**src/sv/ccq_pkg.sv**
```systemverilog
// Shared widths, operation codes and storage control type for the coalescing circular queue.
package ccq_pkg;

    // Field widths of the command and result transfers.
    localparam int KEY_W    = 32;
    localparam int QTY_W    = 31;
    localparam int IN_QTY_W = 16;
    localparam int PRICE_W  = 32;
    localparam int SLOT_W   = 5;
    localparam int OCC_W    = 6;

    // Largest quantity an entry can hold; merges saturate here.
    localparam logic [QTY_W-1:0] QTY_MAX = {QTY_W{1'b1}};

    // Operation codes.
    localparam logic [1:0] OP_INSERT = 2'd0;
    localparam logic [1:0] OP_REMOVE = 2'd1;
    localparam logic [1:0] OP_READ   = 2'd2;

    // Control from the sequencer to the entry store.
    typedef struct packed {
        logic rd_en;     // register the entry at the read address
        logic wr_entry;  // write key, quantity and price at the write address
        logic wr_qty;    // write the quantity alone at the write address
    } ccq_mem_ctl_t;

endpackage

```
**src/sv/coalescing_circular_queue_top.sv**
```systemverilog
// Coalescing circular queue: command sequencer, ring pointers and result registers.
//
// A command is transferred on a rising edge where start is high and busy is low; the
// fields op, item_key, item_qty, item_price and slot are sampled on that edge. busy
// stays high until the result has been shown. Exactly one result follows each command:
// it is on the result ports for one cycle marked by done, and the receiver must take
// it then, as it cannot hold results off.
// Steps, counted from the command edge to the done cycle:
//   insert with entries held: key search, then append when no key matches or merge
//   on a match, then head read; insert into an empty queue: append, then head read.
//   remove, read slot, insert refused when full and any other op: entry read only.
// busy falls in the cycle after done. The key search walks the held entries one per
// cycle through the single read port of the entry store, which sets the insert time.
// Reset clears the head pointer and the entry count, leaving the queue empty; the
// entry store is not cleared, and a slot never written reads back undefined contents.
module coalescing_circular_queue_top #(
    parameter int DEPTH = 32
) (
    input  logic                        clk,
    input  logic                        rst_n,
    input  logic                        start,
    output logic                        busy,
    input  logic [1:0]                  op,
    input  logic [ccq_pkg::KEY_W-1:0]   item_key,
    input  logic [ccq_pkg::IN_QTY_W-1:0] item_qty,
    input  logic [ccq_pkg::PRICE_W-1:0] item_price,
    input  logic [ccq_pkg::SLOT_W-1:0]  slot,
    output logic                        done,
    output logic                        accepted,
    output logic                        merged,
    output logic [ccq_pkg::OCC_W-1:0]   occupancy,
    output logic                        is_empty,
    output logic                        is_full,
    output logic [ccq_pkg::KEY_W-1:0]   out_key,
    output logic [ccq_pkg::QTY_W-1:0]   out_qty,
    output logic [ccq_pkg::PRICE_W-1:0] out_price
);
    import ccq_pkg::*;

    localparam int SW = $clog2(DEPTH);
    localparam int CW = $clog2(DEPTH + 1);

    localparam logic [SW-1:0] LAST_SLOT = SW'(DEPTH - 1);
    localparam logic [CW-1:0] FULL_CNT  = CW'(DEPTH);
    localparam logic [SW:0]   DEPTH_X   = (SW+1)'(DEPTH);

    // Sequencer states.
    localparam logic [2:0] S_IDLE   = 3'd0;
    localparam logic [2:0] S_SEARCH = 3'd1;
    localparam logic [2:0] S_MERGE  = 3'd2;
    localparam logic [2:0] S_APPEND = 3'd3;
    localparam logic [2:0] S_READ   = 3'd4;
    localparam logic [2:0] S_DONE   = 3'd5;

    logic [2:0]          state_reg, state_next;
    logic [SW-1:0]       head_reg, head_next;
    logic [CW-1:0]       count_reg, count_next;
    logic [SW-1:0]       ptr_reg, ptr_next;
    logic [CW-1:0]       iss_reg, iss_next;
    logic                cmp_valid_reg, cmp_valid_next;
    logic                acc_reg, acc_next;
    logic                merged_reg, merged_next;
    logic                zero_reg, zero_next;

    logic [1:0]          op_reg, op_next;
    logic [KEY_W-1:0]    key_reg, key_next;
    logic [IN_QTY_W-1:0] qty_in_reg, qty_in_next;
    logic [PRICE_W-1:0]  price_reg, price_next;
    logic [SLOT_W-1:0]   slot_reg, slot_next;
    logic [SW-1:0]       cmp_slot_reg, cmp_slot_next;
    logic [QTY_W-1:0]    hit_qty_reg, hit_qty_next;

    ccq_mem_ctl_t        mem_ctl;
    logic [SW-1:0]       rd_addr;
    logic [SW-1:0]       wr_addr;
    logic [QTY_W-1:0]    wr_qty;
    logic [KEY_W-1:0]    rd_key;
    logic [QTY_W-1:0]    rd_qty;
    logic [PRICE_W-1:0]  rd_price;

    logic [SW:0]         tail_sum;
    logic [SW-1:0]       tail_slot;
    logic [QTY_W:0]      merge_sum;
    logic [QTY_W-1:0]    merge_qty;
    logic                slot_in_range;
    logic [SW-1:0]       slot_idx;
    logic [SW:0]         slot_off;
    logic [SW-1:0]       ptr_inc;

    // Entry store.
    ccq_store #(
        .DEPTH (DEPTH)
    ) u_store (
        .clk      (clk),
        .ctl      (mem_ctl),
        .rd_addr  (rd_addr),
        .wr_addr  (wr_addr),
        .wr_key   (key_reg),
        .wr_qty   (wr_qty),
        .wr_price (price_reg),
        .rd_key   (rd_key),
        .rd_qty   (rd_qty),
        .rd_price (rd_price)
    );

    // Ring arithmetic: tail slot, search pointer step and offset of a read slot from head.
    always_comb
    begin
        tail_sum  = (SW+1)'(head_reg) + (SW+1)'(count_reg);
        tail_slot = (tail_sum >= DEPTH_X) ? SW'(tail_sum - DEPTH_X) : SW'(tail_sum);
        ptr_inc   = (ptr_reg == LAST_SLOT) ? '0 : ptr_reg + 1'b1;

        slot_in_range = (32'(slot_reg) < 32'(DEPTH));
        slot_idx      = SW'(slot_reg);
        if (slot_idx >= head_reg)
        begin
            slot_off = (SW+1)'(slot_idx) - (SW+1)'(head_reg);
        end
        else
        begin
            slot_off = (SW+1)'(slot_idx) + DEPTH_X - (SW+1)'(head_reg);
        end
    end

    // Saturating merge of the incoming quantity into the matched entry.
    always_comb
    begin
        merge_sum = (QTY_W+1)'(hit_qty_reg) + (QTY_W+1)'(qty_in_reg);
        merge_qty = merge_sum[QTY_W] ? QTY_MAX : merge_sum[QTY_W-1:0];
    end

    // Command sequencer.
    always_comb
    begin
        state_next     = state_reg;
        head_next      = head_reg;
        count_next     = count_reg;
        ptr_next       = ptr_reg;
        iss_next       = iss_reg;
        cmp_valid_next = cmp_valid_reg;
        acc_next       = acc_reg;
        merged_next    = merged_reg;
        zero_next      = zero_reg;
        op_next        = op_reg;
        key_next       = key_reg;
        qty_in_next    = qty_in_reg;
        price_next     = price_reg;
        slot_next      = slot_reg;
        cmp_slot_next  = cmp_slot_reg;
        hit_qty_next   = hit_qty_reg;
        mem_ctl        = '0;
        rd_addr        = ptr_reg;
        wr_addr        = tail_slot;
        wr_qty         = QTY_W'(qty_in_reg);

        unique case (state_reg)
            S_IDLE:
            begin
                if (start)
                begin
                    op_next     = op;
                    key_next    = item_key;
                    qty_in_next = item_qty;
                    price_next  = item_price;
                    slot_next   = slot;
                    acc_next    = 1'b0;
                    merged_next = 1'b0;
                    priority if (op == OP_INSERT)
                    begin
                        if (count_reg == FULL_CNT)
                        begin
                            state_next = S_READ;
                        end
                        else
                        begin
                            acc_next       = 1'b1;
                            ptr_next       = head_reg;
                            iss_next       = '0;
                            cmp_valid_next = 1'b0;
                            state_next     = (count_reg == '0) ? S_APPEND : S_SEARCH;
                        end
                    end
                    else if (op == OP_REMOVE)
                    begin
                        if (count_reg != '0)
                        begin
                            head_next  = (head_reg == LAST_SLOT) ? '0 : head_reg + 1'b1;
                            count_next = count_reg - 1'b1;
                            acc_next   = 1'b1;
                        end
                        state_next = S_READ;
                    end
                    else
                    begin
                        state_next = S_READ;
                    end
                end
            end

            S_SEARCH:
            begin
                // Compare the entry read last cycle while the next one is fetched.
                priority if (cmp_valid_reg && (rd_key == key_reg))
                begin
                    hit_qty_next = rd_qty;
                    merged_next  = 1'b1;
                    state_next   = S_MERGE;
                end
                else if (iss_reg < count_reg)
                begin
                    mem_ctl.rd_en  = 1'b1;
                    rd_addr        = ptr_reg;
                    cmp_slot_next  = ptr_reg;
                    ptr_next       = ptr_inc;
                    iss_next       = iss_reg + 1'b1;
                    cmp_valid_next = 1'b1;
                end
                else
                begin
                    state_next = S_APPEND;
                end
            end

            S_MERGE:
            begin
                mem_ctl.wr_qty = 1'b1;
                wr_addr        = cmp_slot_reg;
                wr_qty         = merge_qty;
                state_next     = S_READ;
            end

            S_APPEND:
            begin
                mem_ctl.wr_entry = 1'b1;
                wr_addr          = tail_slot;
                count_next       = count_reg + 1'b1;
                state_next       = S_READ;
            end

            S_READ:
            begin
                // Fetch the entry shown with the result: the read slot, or the head.
                if (op_reg == OP_READ)
                begin
                    if (slot_in_range)
                    begin
                        mem_ctl.rd_en = 1'b1;
                        rd_addr       = slot_idx;
                        acc_next      = (slot_off < (SW+1)'(count_reg));
                        zero_next     = 1'b0;
                    end
                    else
                    begin
                        acc_next  = 1'b0;
                        zero_next = 1'b1;
                    end
                end
                else
                begin
                    mem_ctl.rd_en = (count_reg != '0);
                    rd_addr       = head_reg;
                    zero_next     = (count_reg == '0);
                end
                state_next = S_DONE;
            end

            S_DONE:
            begin
                state_next = S_IDLE;
            end

            default:
            begin
                state_next = S_IDLE;
            end
        endcase
    end

    // Control registers.
    always_ff @(posedge clk or negedge rst_n)
    begin
        if (!rst_n)
        begin
            state_reg     <= S_IDLE;
            head_reg      <= '0;
            count_reg     <= '0;
            ptr_reg       <= '0;
            iss_reg       <= '0;
            cmp_valid_reg <= 1'b0;
            acc_reg       <= 1'b0;
            merged_reg    <= 1'b0;
            zero_reg      <= 1'b1;
        end
        else
        begin
            state_reg     <= state_next;
            head_reg      <= head_next;
            count_reg     <= count_next;
            ptr_reg       <= ptr_next;
            iss_reg       <= iss_next;
            cmp_valid_reg <= cmp_valid_next;
            acc_reg       <= acc_next;
            merged_reg    <= merged_next;
            zero_reg      <= zero_next;
        end
    end

    // Command payload and search registers.
    always_ff @(posedge clk)
    begin
        op_reg       <= op_next;
        key_reg      <= key_next;
        qty_in_reg   <= qty_in_next;
        price_reg    <= price_next;
        slot_reg     <= slot_next;
        cmp_slot_reg <= cmp_slot_next;
        hit_qty_reg  <= hit_qty_next;
    end

    // Result transfer.
    assign busy      = (state_reg != S_IDLE);
    assign done      = (state_reg == S_DONE);
    assign accepted  = acc_reg;
    assign merged    = merged_reg;
    assign occupancy = OCC_W'(count_reg);
    assign is_empty  = (count_reg == '0);
    assign is_full   = (count_reg == FULL_CNT);
    assign out_key   = zero_reg ? '0 : rd_key;
    assign out_qty   = zero_reg ? '0 : rd_qty;
    assign out_price = zero_reg ? '0 : rd_price;

endmodule

```
**src/sv/ccq_store.sv**
```systemverilog
// Entry store of the coalescing circular queue: one write port and one registered read port.
module ccq_store #(
    parameter int DEPTH = 32,
    parameter int SW    = $clog2(DEPTH)
) (
    input  logic                        clk,
    input  ccq_pkg::ccq_mem_ctl_t       ctl,
    input  logic [SW-1:0]               rd_addr,
    input  logic [SW-1:0]               wr_addr,
    input  logic [ccq_pkg::KEY_W-1:0]   wr_key,
    input  logic [ccq_pkg::QTY_W-1:0]   wr_qty,
    input  logic [ccq_pkg::PRICE_W-1:0] wr_price,
    output logic [ccq_pkg::KEY_W-1:0]   rd_key,
    output logic [ccq_pkg::QTY_W-1:0]   rd_qty,
    output logic [ccq_pkg::PRICE_W-1:0] rd_price
);
    import ccq_pkg::*;

    logic [KEY_W-1:0]   key_mem   [DEPTH];
    logic [QTY_W-1:0]   qty_mem   [DEPTH];
    logic [PRICE_W-1:0] price_mem [DEPTH];

    // Key and price are written only when a new entry is appended.
    always_ff @(posedge clk)
    begin
        if (ctl.wr_entry)
        begin
            key_mem[wr_addr]   <= wr_key;
            price_mem[wr_addr] <= wr_price;
        end
    end

    // The quantity is written on an append and on a merge.
    always_ff @(posedge clk)
    begin
        if (ctl.wr_entry || ctl.wr_qty)
        begin
            qty_mem[wr_addr] <= wr_qty;
        end
    end

    // Registered read of one whole entry.
    always_ff @(posedge clk)
    begin
        if (ctl.rd_en)
        begin
            rd_key   <= key_mem[rd_addr];
            rd_qty   <= qty_mem[rd_addr];
            rd_price <= price_mem[rd_addr];
        end
    end

endmodule
```
**config.mk**
```make
export PLATFORM = sky130hd
export DESIGN_NAME = coalescing_circular_queue_top
export DESIGN_NICKNAME = d
export VERILOG_FILES = /design/src/sv/ccq_pkg.sv /design/src/sv/coalescing_circular_queue_top.sv /design/src/sv/ccq_store.sv
export SDC_FILE = /design/constraint.sdc
export NUM_CORES = 2
export LEC_CHECK = 0
export BUFFER_PORTS_ARGS = -buffer_cell sky130_fd_sc_hd__clkbuf_2
export CORE_ASPECT_RATIO = 1.25
export CORE_MARGIN = 2
export CORE_UTILIZATION = 55
export DETAILED_ROUTE_END_ITERATION = 16
export GPL_ROUTABILITY_DRIVEN = 0
export PLACE_DENSITY = 0.82
export SLEW_MARGIN = 20
export SYNTH_ARGS = -nofsm -noshare
export SYNTH_HDL_FRONTEND = slang
export SYNTH_HIERARCHICAL = 1
export SYNTH_SLANG_ARGS = --single-unit
```
**constraint.sdc**
```tcl
create_clock -name clk -period 6.9 [get_ports clk]
set_input_delay 0 -clock clk [delete_from_list [all_inputs] [get_ports clk]]
set_output_delay 0 -clock clk [all_outputs]
set_load 0.02 [all_outputs]
```
==> impl_metrics.json <==
{
  "synth_area_leaders": "edfxtp_1 (77%), mux4_2 (6.7%), mux2i_1 (6.0%)",
  "drt_iter0_markers": 11245,
  "postCtsSetupRepairBufs": 0,
  "fin_util": 0.628,
  "grt_use_met3": 0.0726,
  "cts_made_buffers": 317,
  "hold_viol_final": 0,
  "ant_nets": 0,
  "worstPathArrival_ns": 5.70,
  "slew_headroom": 0.173,
  "root_buffer": "clkbuf_16",
  "yosysTopAreaCell": "edfxtp_1",
  "htree_levels": 5,
  "async_reset_ff_frac": 0.00882,
  "startpoint": "occupancy[0]",
  "final_nets": 7064,
  "grtUsageTotal": 0.297,
  "dieWidth_um": 434,
  "cts.repair.resized": 0,
  "p_clk_frac": 0.283,
  "worstHoldPathType": "in -> reg",
  "syn_nets": 6522,
  "avgSynthCellArea_um2": 19.9,
  "start_util": 0.552,
  "holdBufCountCts": 180,
  "first_pass_iters": 6,
  "netlist_instances": 6384,
  "layout_setup_ws_ns": 1.74,
  "busiest_layer": "met2",
  "powerDensity_mw_per_mm2": 405,
  "p_seq_frac": 0.431,
  "dpl.hpwl_um": 182000,
  "fin_crit_ns": 5.16,
  "preCtsSetupSlack_ns": 1.92,
  "grt_max_degree": 163,
  "met2_usage": 0.482,
  "cp-start-kind": "flip-flop",
  "path_clk_slew_ns": 0.06,
  "combinationalPowerShare": 0.286,
  "placedCellCount": 9508,
  "finClkSkew_ns": 0.0940,
  "p_leak_nw": 45.2,
  "tns_ns": 0,
  "path_cells": "ha_1, inv_1, fa_1, inv_1, a21o_1, a21oi_1, xnor2_1, a21oi_1, nand3b_1, nor2_4, buf_12",
  "area_delta_synth_final_pct": 13.8,
  "syn-cell-area_mm2": 0.127,
  "fin_cells": 10244,
  "crit_slowest_cell": "nor2_4",
  "r2r_slack_ns": 1.74,
  "critPathCapture": "u_store/price_mem[23][18]",
  "row_count": 197,
  "fmax_mhz": 194,
  "clock_latency_ns": 0.99,
  "wl_um": 353000,
  "r2r_start": "occupancy[0]",
  "cts_buffer_depth": 4,
  "crit_type": "reg -> reg",
  "reg2reg_depth": 11,
  "coreArea_mm2": 0.230,
  "synth_edf_count": 3258,
  "cts_tree": "yes",
  "die-area_mm2": 0.235,
  "required_ns": 7.44,
  "power_w": 0.0586,
  "drv_slew": 0,
  "drive_above_1_share": 0.188,
  "r2r_end": "u_store/price_mem[23][18]",
  "yosysSeqAreaShare": 0.775,
  "worstMarginPinSlew_ns": 1.24,
  "largest_registers": "u_store/key_mem: 1024 flops, u_store/price_mem: 1024 flops, u_store/qty_mem: 992 flops",
  "vias_per_cell": 6.90,
  "grt_overflow": 0,
  "wl_per_cell_um": 34.4,
  "clock-sinks": 3287,
  "maxCapViolCount": 0,
  "grt_use_met1": 0.364,
  "synth_top_area_share": 0.769,
  "route.vias.total": 70637,
  "crit_path_max_incr_delay_ns": 1.06,
  "die_h_um": 542,
  "p_int_w": 0.0396,
  "ys_types": 72,
  "rsz0062_at_grt": "false",
  "yosysWarnings": 6,
  "min_period_over_period": 0.748,
  "ir_drop_uv": 530,
  "synth_ff_type": "edfxtp_1",
  "portBuffers": 196,
  "synth-seq-cells": 3287,
  "cp_max_fo": 49,
  "critPathCaptureType": "flip-flop",
  "pin_count": 197,
  "grt_pass1_vias": 71255,
  "p_switching_w": 0.0190,
  "drc": 0,
  "switching_share": 0.324,
  "status": "complete, no violations",
  "grt_first_pass_wirelength_um": 497000,
  "setup_viol": 0,
  "antenna_found_initial": 14
}
## per-stage QoR
| stage | hold slack, ns | cell area [um^2] |
|---|---|---|
| 5_1_grt | 0.0517 | 145000 |
| 4_1_cts | 0.0151 | 145000 |
| 6_report | 0.0814 | 145000 |
| 3_5_place_dp | 0.115 | 133000 |
| 3_3_place_gp | 0.0992 | 133000 |
| 2_1_floorplan | -0.296 | 127000 |
## power groups by stage
stage	Sequential (W)	Clock, W	Combinational, W
5_1_grt	0.0253	0.0173	0.0173
6_report	0.0252	0.0166	0.0167
3_5_place_dp	0.0256	0	0.0160
4_1_cts	0.0252	0.0166	0.0164
3_3_place_gp	0.0255	0	0.0156
2_1_floorplan	0.0251	0	0.0111
## placed cells by master, fill, tap and decap left out, drive strengths merged, types with 6 or more instances in the layout
master / synthesis / layout
edfxtp: 3258 / 3258
mux2i: 767 / 767
clkbuf: 159 / 570
a22oi: 502 / 502
mux4: 380 / 380
nand3: 206 / 206
buf: 192 / 199
dlygate4sd3: 0 / 179
clkinv: 0 / 125
nor2: 123 / 123
nor2b: 115 / 115
a31oi: 81 / 81
a22o: 65 / 65
nand2: 61 / 61
a21oi: 51 / 51
nand4: 47 / 47
ha: 44 / 44
inv: 28 / 42
o21ai: 37 / 37
xnor2: 36 / 36
xor2: 31 / 31
dfrtp: 28 / 28
bufinv: 0 / 20
nor3: 20 / 20
and2: 16 / 16
and3: 13 / 13
clkinvlp: 0 / 12
nor4: 12 / 12
diode: 0 / 8
a21o: 8 / 8
o31ai: 8 / 8
o21a: 7 / 7
o211ai: 6 / 6
o22ai: 6 / 6
## area by class of cell
class	count	area (um^2)
flip-flops and latches	3287	98600
fillers	14558	85600
multi-input cells	2718	27600
clock buffers	374	8210
repair buffers	574	4840
well taps	3084	3860
clock inverters	171	1430
inverters	28	105
diodes	8	20.0
## kinds of logic (layout without fill, tap and decap cells)
family,count (synthesis),count (layout),synth area share
other,0,8,0
AOI/OAI and AO/OA,804,804,0.0461
xor gates and xnor gates,67,67,0.00462
DFF,3287,3287,0.775
and+or+nand+nor,647,647,0.0265
adders and majority gates,48,48,0.00496
buffers and inverters,379,1147,0.0145
muxes,1152,1152,0.128
## synth_stat cells, types with 30 or more instances
library cell,n
edfxtp_1,3258
mux2i_1,767
a22oi_1,502
mux4_2,380
nand3_1,206
clkbuf_1,159
buf_2,137
nor2_1,120
nor2b_1,115
a31oi_1,81
a22o_1,65
nand2_1,61
a21oi_1,51
nand4_1,47
ha_1,44
xnor2_1,36
o21ai_0,32
xor2_1,31
buf_4,30
## how the worst min path moves through the flow
| stage | start | endpoint | cells after the start |
|---|---|---|---|
| after floorplan | rst_n | accepted | 0 |
| after global placement | rst_n | merged | 1 |
| after detailed placement | rst_n | merged | 1 |
| after CTS | start | state_reg[0] | 4 |
| after global routing | start | state_reg[0] | 4 |
| final | start | state_reg[0] | 4 |
## per-layer routing
metal / vias up / wire length (um)
li1: 27451 / -
met3: 1351 / 46000
met1: 35568 / 112000
met2: 6255 / 170000
met5: - / 75
met4: 12 / 24000
## worst max-delay path: cells and delay by family (launching register included)
| family | cells | cell delay [ns] |
|---|---|---|
| compound gates | 3 | 0.82 |
| fa+ha+maj | 2 | 0.65 |
| flops | 1 | 0.53 |
| simple gates | 2 | 1.94 |
| xor+xnor | 1 | 0.14 |
| buf+inv | 3 | 0.62 |
Power figures use the tool's default switching activity.
